$ cat src/sv/pwli_pkg.sv
// Shared types and constants for the piecewise-linear interpolator.
// Holds the stream field layout, opcodes, status codes and the control structs.
// No dependencies.
package pwli_pkg;

  // Width of every value field on the stream ports.
  localparam int FIELD_W = 32;
  // Width of the point index field.
  localparam int IDX_W = 6;
  // Width of the point count register.
  localparam int COUNT_W = 7;
  // Fewest table points that form a segment.
  localparam int MIN_POINTS = 2;

  // Input tdata layout, lowest bit first.
  localparam int IDX_LSB    = 0;
  localparam int PX_LSB     = IDX_LSB + IDX_W;
  localparam int PY_LSB     = PX_LSB + FIELD_W;
  localparam int QX_LSB     = PY_LSB + FIELD_W;
  localparam int IN_USED_W  = QX_LSB + FIELD_W;
  localparam int IN_TDATA_W = ((IN_USED_W + 7) / 8) * 8;

  // Output tdata carries only the interpolated value.
  localparam int OUT_TDATA_W = FIELD_W;

  // Opcodes carried on in_tuser.
  localparam logic OP_WRITE  = 1'b0;
  localparam logic OP_INTERP = 1'b1;

  // Result status codes carried on out_tuser.
  localparam logic [1:0] ST_OK    = 2'd0;
  localparam logic [1:0] ST_FEW   = 2'd1;
  localparam logic [1:0] ST_RANGE = 2'd2;
  localparam logic [1:0] ST_NOSEG = 2'd3;

  // Commands from the controller to the datapath.
  typedef struct packed {
    logic load_query;   // capture the query abscissa from the input transfer
    logic write_point;  // write the input point into the tables
    logic read_en;      // read both tables at the read address
    logic take_point;   // read data becomes the left end of the segment
    logic load_diff;    // capture segment width, offset and rise
    logic mul_step;     // one shift-add step of the multiplier
    logic div_step;     // one restoring step of the divider
    logic load_out;     // load the output value register
    logic out_ok;       // result is valid, otherwise the value is zero
  } pwli_cmd_t;

  // Comparison flags from the datapath to the controller.
  typedef struct packed {
    logic below_first;  // query lies below the read abscissa
    logic above_last;   // query lies above the read abscissa
    logic hit;          // query lies within the current segment
    logic same_x;       // current segment has zero width
  } pwli_sts_t;

endpackage

$ cat src/sv/pwli_ctrl.sv
// Controller of the piecewise-linear interpolator: handshakes, point count
// register, table scan sequencing, multiply and divide step counting.
// Depends on pwli_pkg.
module pwli_ctrl #(
  parameter int MAX_POINTS  = 64,
  parameter int VALUE_WIDTH = 32
) (
  input  logic                               clk,
  input  logic                               rst_n,
  input  logic                               cfg_valid,
  output logic                               cfg_ready,
  input  logic [pwli_pkg::COUNT_W-1:0]       cfg_data,
  input  logic                               in_tvalid,
  output logic                               in_tready,
  input  logic                               in_opcode,
  output logic                               out_tvalid,
  input  logic                               out_tready,
  output logic [1:0]                         out_status,
  output pwli_pkg::pwli_cmd_t                cmd,
  input  pwli_pkg::pwli_sts_t                sts,
  output logic [$clog2(MAX_POINTS)-1:0]      rd_addr
);

  localparam int AW = $clog2(MAX_POINTS);
  localparam int NW = $clog2(MAX_POINTS + 1);
  localparam int CW = (NW > pwli_pkg::COUNT_W) ? NW : pwli_pkg::COUNT_W;
  localparam int DW = VALUE_WIDTH + 1;
  localparam int PW = 2 * DW;
  localparam int SW = $clog2(PW);

  localparam logic [2:0] S_IDLE  = 3'd0;
  localparam logic [2:0] S_LOAD0 = 3'd1;
  localparam logic [2:0] S_LOADL = 3'd2;
  localparam logic [2:0] S_SCAN  = 3'd3;
  localparam logic [2:0] S_MUL   = 3'd4;
  localparam logic [2:0] S_DIV   = 3'd5;
  localparam logic [2:0] S_DONE  = 3'd6;

  logic [2:0]                   state_r, state_nxt;
  logic [pwli_pkg::COUNT_W-1:0] count_r;
  logic [AW-1:0]                idx_r, idx_nxt;
  logic [SW-1:0]                step_r, step_nxt;
  logic [1:0]                   st_r, st_nxt;
  logic                         out_valid_r, out_valid_nxt;
  logic [1:0]                   out_status_r;

  logic          in_accept;
  logic          is_interp;
  logic [CW-1:0] count_ext;
  logic [NW-1:0] n_eff;
  logic [AW-1:0] last_idx;

  assign cfg_ready  = 1'b1;
  assign in_tready  = (state_r == S_IDLE);
  assign in_accept  = in_tvalid && in_tready;
  assign is_interp  = (in_opcode == pwli_pkg::OP_INTERP);
  assign out_tvalid = out_valid_r;
  assign out_status = out_status_r;

  // Point count clamped to the table depth.
  always_comb begin
    count_ext = CW'(count_r);
    n_eff     = (count_ext > CW'(MAX_POINTS)) ? NW'(MAX_POINTS) : NW'(count_ext);
    last_idx  = AW'(n_eff - NW'(1));
  end

  always_comb begin
    state_nxt     = state_r;
    idx_nxt       = idx_r;
    step_nxt      = step_r;
    st_nxt        = st_r;
    out_valid_nxt = out_valid_r && !out_tready;
    rd_addr       = '0;
    cmd           = '0;
    case (state_r)
      S_IDLE: begin
        if (in_accept) begin
          if (is_interp) begin
            cmd.load_query = 1'b1;
            if (n_eff < NW'(pwli_pkg::MIN_POINTS)) begin
              st_nxt    = pwli_pkg::ST_FEW;
              state_nxt = S_DONE;
            end else begin
              cmd.read_en = 1'b1;
              state_nxt   = S_LOAD0;
            end
          end else begin
            cmd.write_point = 1'b1;
          end
        end
      end
      S_LOAD0: begin
        cmd.take_point = 1'b1;
        if (sts.below_first) begin
          st_nxt    = pwli_pkg::ST_RANGE;
          state_nxt = S_DONE;
        end else begin
          cmd.read_en = 1'b1;
          rd_addr     = last_idx;
          state_nxt   = S_LOADL;
        end
      end
      S_LOADL: begin
        if (sts.above_last) begin
          st_nxt    = pwli_pkg::ST_RANGE;
          state_nxt = S_DONE;
        end else begin
          cmd.read_en = 1'b1;
          rd_addr     = AW'(1);
          idx_nxt     = AW'(1);
          state_nxt   = S_SCAN;
        end
      end
      S_SCAN: begin
        if (sts.hit) begin
          cmd.load_diff = 1'b1;
          st_nxt        = pwli_pkg::ST_OK;
          step_nxt      = '0;
          state_nxt     = sts.same_x ? S_DONE : S_MUL;
        end else if (idx_r == last_idx) begin
          st_nxt    = pwli_pkg::ST_NOSEG;
          state_nxt = S_DONE;
        end else begin
          cmd.take_point = 1'b1;
          cmd.read_en    = 1'b1;
          rd_addr        = AW'(idx_r + AW'(1));
          idx_nxt        = AW'(idx_r + AW'(1));
        end
      end
      S_MUL: begin
        cmd.mul_step = 1'b1;
        step_nxt     = SW'(step_r + SW'(1));
        if (step_r == SW'(DW - 1)) begin
          step_nxt  = '0;
          state_nxt = S_DIV;
        end
      end
      S_DIV: begin
        cmd.div_step = 1'b1;
        step_nxt     = SW'(step_r + SW'(1));
        if (step_r == SW'(PW - 1)) begin
          state_nxt = S_DONE;
        end
      end
      S_DONE: begin
        if (!out_valid_r || out_tready) begin
          cmd.load_out  = 1'b1;
          cmd.out_ok    = (st_r == pwli_pkg::ST_OK);
          out_valid_nxt = 1'b1;
          state_nxt     = S_IDLE;
        end
      end
      default: begin
        state_nxt = S_IDLE;
      end
    endcase
  end

  always_ff @(posedge clk) begin
    if (!rst_n) begin
      state_r     <= S_IDLE;
      count_r     <= '0;
      out_valid_r <= 1'b0;
      idx_r       <= '0;
      step_r      <= '0;
      st_r        <= pwli_pkg::ST_OK;
    end else begin
      state_r     <= state_nxt;
      out_valid_r <= out_valid_nxt;
      idx_r       <= idx_nxt;
      step_r      <= step_nxt;
      st_r        <= st_nxt;
      if (cfg_valid && cfg_ready) begin
        count_r <= cfg_data;
      end
    end
  end

  always_ff @(posedge clk) begin
    if (cmd.load_out) begin
      out_status_r <= st_r;
    end
  end

  // A result appears only on leaving the completion state.
  a_out_from_done: assert property (@(posedge clk) disable iff (!rst_n)
    $rose(out_valid_r) |-> $past(state_r) == S_DONE)
    else $error("result raised outside the completion state");

  // The scan index stays within the points in use.
  a_scan_idx: assert property (@(posedge clk) disable iff (!rst_n)
    state_r == S_SCAN |-> (idx_r != '0) && (idx_r <= last_idx))
    else $error("scan index outside the table in use");

  // A zero-width segment bypasses the multiplier and divider.
  a_zero_width: assert property (@(posedge clk) disable iff (!rst_n)
    (state_r == S_SCAN) && sts.hit && sts.same_x |=> state_r == S_DONE)
    else $error("zero-width segment entered the arithmetic");

  // An interpolation with too few points reports that status at once.
  a_few_points: assert property (@(posedge clk) disable iff (!rst_n)
    in_accept && is_interp && (n_eff < NW'(pwli_pkg::MIN_POINTS))
      |=> (state_r == S_DONE) && (st_r == pwli_pkg::ST_FEW))
    else $error("too-few-points status not raised");

  // The divider never runs past its last step.
  a_div_steps: assert property (@(posedge clk) disable iff (!rst_n)
    state_r == S_DIV |-> step_r <= SW'(PW - 1))
    else $error("divider step count overran");

endmodule

$ cat config.mk
export PLATFORM = sky130hd
export DESIGN_NAME = pwli_ctrl
export DESIGN_NICKNAME = d
export VERILOG_FILES = /design/src/sv/pwli_pkg.sv /design/src/sv/pwli_ctrl.sv
export SDC_FILE = /design/constraint.sdc
export NUM_CORES = 1
export LEC_CHECK = 0
export BUFFER_PORTS_ARGS = -buffer_cell sky130_fd_sc_hd__buf_2
export CAP_MARGIN = 10
export CORE_MARGIN = 10
export CORE_UTILIZATION = 55
export DETAILED_ROUTE_END_ITERATION = 16
export PLACE_DENSITY = 0.8
export SYNTH_ARGS = -nofsm -noshare
export SYNTH_HDL_FRONTEND = slang
export SYNTH_SLANG_ARGS = --single-unit
export TNS_END_PERCENT = 100
$ cat constraint.sdc
create_clock -name clk -period 3.65 [get_ports clk]
set_clock_uncertainty 0.2 [all_clocks]
set_input_delay 0 -clock clk [delete_from_list [all_inputs] [get_ports clk]]
set_output_delay 0 -clock clk [all_outputs]
set_load 0.03 [all_outputs]
Word-level counts from Yosys, hierarchy flattened
Index checks and enable logic that the tools add are counted.
- flip-flop bits (word level): 28
- input port bits: 17
- output and inout bits: 20
- logic and storage cells: 101
- add/sub/neg operators: 3
- magnitude comparators: 2
- equal/unequal tests: 22
- muxes and demuxes: 53
- reductions and logical operators: 14
- operator list (cell ; number):
    6-bit 2-to-1 mux ; 6
    3-bit 2-to-1 mux ; 11
    2-bit 2-to-1 mux ; 13
    7-bit 2-to-1 mux ; 3
    3-bit one-hot mux with 7 select lines ; 1
    7-bit one-hot mux with 3 select lines ; 1
    2-bit inequality test, second input constant ; 9
    6-bit one-hot mux with 3 select lines ; 1
    1-bit 2-to-1 mux ; 13
    6-bit one-hot mux with 2 select lines ; 1
    3-bit == test, second input constant ; 3
    2-bit one-hot mux with 4 select lines ; 1
    7-bit by 1-bit adder with 7-bit output, second input constant ; 1
    7-bit by 6-bit == test with 1-bit output, second input constant ; 1
    7-bit == test, second input constant ; 1
    7-bit greater-than comparator, second input constant ; 1
    7-bit by 2-bit less-than comparator with 1-bit output, second input constant ; 1
    7-bit AND reduction ; 1
    6-bit by 1-bit adder with 6-bit output, second input constant ; 1
    3-bit by 2-bit == test with 1-bit output, second input constant ; 2
    6-bit == test ; 1
    2-bit by 1-bit inequality test with 1-bit output, second input constant ; 3
    6-bit AND reduction ; 1
    6-bit by 1-bit subtractor with 6-bit output, second input constant ; 1
    other kinds (14) ; 16

Depth between registers and ports, before layout
- word-level depth: 7
- gate-level depth with buffers: 11
- gate-level depth less buffers: 10

Worst setup path after synthesis
No wires, ideal clock.
- kind: register to output
- from: register count_r (netlist bit count_ext[0])
- to: output rd_addr[0]
- data arrival time: 2671 ps
- required time: 3450 ps
- path slack: 779 ps
- cell stages (with the launch flop): 11
- path through: dfxtp_1 -> nor2b_1 -> inv_1 -> ha_1 -> nor3b_1 -> a311o_1 -> nor4_1 -> o221ai_1 -> o31ai_4 -> buf_2 -> o221ai_1
- cells in the longest elaborated chain, start to end: 7
- elaborated cells between the ends (all ways): 8
- RTL lines (what ; RTL line ; RTL):
    start, declared ; pwli_ctrl.sv:40 ; logic [pwli_pkg::COUNT_W-1:0] count_r;
    start signal, assigned ; pwli_ctrl.sv:174 ; count_r <= cfg_data;
    7-bit greater-than comparator ; pwli_ctrl.sv:63 ; n_eff = (count_ext > CW'(MAX_POINTS)) ? NW'(MAX_POINTS) : NW'(count_ext);
    7-bit 2-to-1 mux * ; pwli_ctrl.sv:63 ;
    6-bit by 1-bit subtractor with 6-bit output * ; pwli_ctrl.sv:64 ; last_idx = AW'(n_eff - NW'(1));
    6-bit == test ; pwli_ctrl.sv:120 ; end else if (idx_r == last_idx) begin
    6-bit 2-to-1 mux ; pwli_ctrl.sv:120 ;
    6-bit 2-to-1 mux ; pwli_ctrl.sv:115 ; if (sts.hit) begin
    6-bit one-hot mux with 3 select lines * ; pwli_ctrl.sv:75 ; case (state_r)
    end, declared ; pwli_ctrl.sv:21 ; output logic [$clog2(MAX_POINTS)-1:0] rd_addr
Every way passes the cells marked *; elsewhere a longest branch is shown, timed or not.

Worst setup path in the final report
Ends and elaborated chain as after synthesis.

==> impl_metrics.yaml <==
critical_path:
  cp_max_fo: 9
  crit_path_start_kind: "flip-flop"
  critPathArrivalTime_ns: 3.33
  cp-end-kind: "output pin"
  critPathKind: "reg2out"
  critPathRequiredTime_ns: 3.45
  ff2ff_path_depth: 12
clocking:
  cts_htree_levels: 1
  cts_buffer_depth: 2
  clkLatencyLatePin_ns: 0.35
  path_clk_slew_ns: 0.16
  cts_tree: "done"
  clock_sinks: 28
  cts_root_buf: "clkbuf_4"
  numCtsBuffers: 3
pwr:
  p_int_w: 0.000629
  p_sw_w: 0.000566
  clkPwrFrac_pct: 11.6
  seqPwrFrac_pct: 35.9
  powerDensity_nw_per_um2: 504
  p_comb_share_pct: 52.4
  ir_worst_vdd_v: 0.000259
  cellLeakagePower_nw: 0.988
  swShare_pct: 47.3
placed_design:
  port-buffer-count: 35
  place.gp.congestion: 0.968
  hpwl_um: 3480
sta:
  finalHoldViolations: 0
  setup_viol: 0
  setup_tns_ns: 0
  finalCritPeriodShare_pct: 96.6
  slew_headroom_pct: 52.3
  worst_pin_slew_ns: 0.706
  fmax_mhz: 284
  layout_min_cycle_time_ns: 3.53
  holdWs_ns: 0.0967
  drv_slew: 0
job:
  drv_cap: 0
logic_synthesis:
  synthFlopType: "dfxtp_1"
  ys_ff_latch: 28
  async_reset_ff_share_pct: 0
  synth_top_area_share_pct: 27.8
  ys_types: 55
  synthCells: 239
  synth_area_leaders: "dfxtp_1, nor2_1, a21oi_1"
  synth_fp_nets: 261
  seq_area_frac_synth_pct: 31.0
  synth_edf_count: 2
  synth.cell_area_um2: 1870
  yosysWarnings: 0
  avgSynthCellArea_um2: 7.83
  synth_top_cell_by_area: "dfxtp_1"
layout:
  n_antenna_cell: 0
  n_fill_cell: 286
  layout-drive-gt1-share_pct: 17.4
  synthToLayoutAreaGrowth_pct: 26.5
  nets: 316
  register_area_um2: 581
  multi_input_area_um2: 1200
route:
  wire_per_inst_um: 14.9
  vias: 1934
  dr.pass1.iters: 4
  drt-total-wl_um: 5040
  avgViaCountPerCell: 5.71
  drtIter0Drc: 299
  drc: 0
  drtAntennaViolNets: 0
die:
  fp.coreArea_um2: 3310
  rows: 21
  die_y_um: 78.3
  dieArea_um2: 6140
  pin_count: 37
  initial_core_util_pct: 56.5
  die_w_um: 78.3
global_route:
  grt_max_degree: 23
  grt_use_total_pct: 15.9
  overflow: 0
  grt_pass1_vias: 1779
  antenna_found_initial: 0
  grt_pass1_wl_um: 8250
outcome:
  status: "completed"
min_path:
  hold_path_depth: 6
  hold_class: "in2reg"
state kept, by name, indices dropped and copies added, names as in the netlist:
| register | count |
|---|---|
| step_r | 7 |
| out_status | 2 |
| st_r | 2 |
| idx_r | 6 |
| state_r | 3 |
| count_ext | 7 |
| out_tvalid | 1 |
cell families (layout without fill, tap and decap cells):
family	Yosys count	after routing	share of synthesized area (%)
adder cells (fa/ha/maj)	5	5	3.34
XOR/XNOR	11	11	6.35
flip-flops	28	28	31.0
other	1	1	0.200
buffers and inverters	27	81	5.68
AO/OA/AOI/OAI	59	59	20.7
AND/OR/NAND/NOR	99	99	27.3
multiplexers	9	9	5.48
critical path, cell delays in order (launching register included):
cell and delay, ns:
dfxtp_1 0.42, nor2b_2 0.25, inv_1 0.07, ha_1 0.29, nor3b_1 0.19, a311o_1 0.33
nor4_2 0.25, o221ai_2 0.17, o31ai_4 0.33, buf_4 0.19, buf_4 0.17, o221ai_1 0.11
buf_2 0.20
what timing repair did:
action,4_1_cts,5_1_grt
resized for setup,0,3
hold buffers,25,0
hold endpoints to repair,20,0
setup endpoints to repair,0,7
buffers inserted,0,2
path summary, 6_finish.rpt:
kind	from	end	slack [ns]
hold reg to reg	st_r[1]	out_status[1]	0.28
hold / removal	in_tvalid	state_r[1]	0.1
setup reg to reg	count_ext[0]	idx_r[0]	0.16
setup / recovery	count_ext[0]	rd_addr[0]	0.12
per-stage QoR:
stage          setup slack (ns)  power, W  util (%)  std cells  area [um^2]
2_1_floorplan             0.779  0.000859         -        239         1870
6_report                  0.124   0.00119      71.5        339         2370
4_1_cts                  0.0570   0.00118      70.6        337         2340
5_1_grt                 -0.0249   0.00129      71.5        339         2370
3_5_place_dp              0.529   0.00100      62.3        308         2060
3_3_place_gp              0.623  0.000998      62.3        308         2060
Yosys cell counts, types with 2 or more instances:
cell      count
o21ai_0      16
mux2i_1       8
o32ai_1       2
o31ai_1       2
nand2b_1      5
xnor2_1       7
or4_1         2
nor2b_1       9
and3_1        3
or3_1         3
dfxtp_1      26
nor3_1        4
inv_1        13
nor2_1       26
nand3b_1      2
clkbuf_1     11
xor2_1        2
o221ai_1      2
nor4_1        3
o21bai_1      2
a21oi_1      18
edfxtp_1      2
ha_1          5
o22ai_1       3
nor3b_1       4
nand2_1      20
nand3_1      11
cells in the final DEF (no fill, tap or decap), types with 2 or more instances in the layout:
| master | count |
|---|---|
| or3_1 | 3 |
| ha_1 | 5 |
| xnor2_1 | 7 |
| o21bai_1 | 2 |
| nand3_1 | 11 |
| nor3b_1 | 4 |
| o21ai_0 | 16 |
| nand3b_1 | 2 |
| edfxtp_1 | 2 |
| nand2b_1 | 5 |
| o31ai_1 | 2 |
| nor3_1 | 4 |
| or4_1 | 2 |
| xor2_1 | 2 |
| a21oi_1 | 18 |
| o32ai_1 | 2 |
| o22ai_1 | 3 |
| inv_1 | 13 |
| dlygate4sd3_1 | 25 |
| clkbuf_4 | 3 |
| buf_4 | 4 |
| dfxtp_1 | 26 |
| nor2_1 | 26 |
| mux2i_1 | 8 |
| nand2_1 | 20 |
| nor4_1 | 2 |
| nor2b_1 | 8 |
| and3_1 | 3 |
| buf_2 | 35 |
cell type report:
class                   count  area share [%]
repair buffers             64            19.2
inverters                  13            2.06
flip-flops and latches     28            24.5
well taps                  46            2.43
clock buffers               3           0.951
multi-input cells         184            50.7
clock inverters             1           0.158
per-layer routing:
metal / share of wire, % / global-route usage, %
met5: 0 / 0
met4: 1.9 / 5.91
met3: 6.9 / 3.76
met2: 46 / 25.5
met1: 45 / 20.2
power by group through the flow:
stage / logic [W] / registers (W) / clock network [W]
2_1_floorplan: 0.000471 / 0.000388 / 0
3_3_place_gp: 0.000566 / 0.000432 / 0
3_5_place_dp: 0.000570 / 0.000433 / 0
4_1_cts: 0.000614 / 0.000426 / 0.000140
5_1_grt: 0.000693 / 0.000439 / 0.000154
6_report: 0.000626 / 0.000429 / 0.000139
Note: power is estimated with default switching activity, not from simulation.
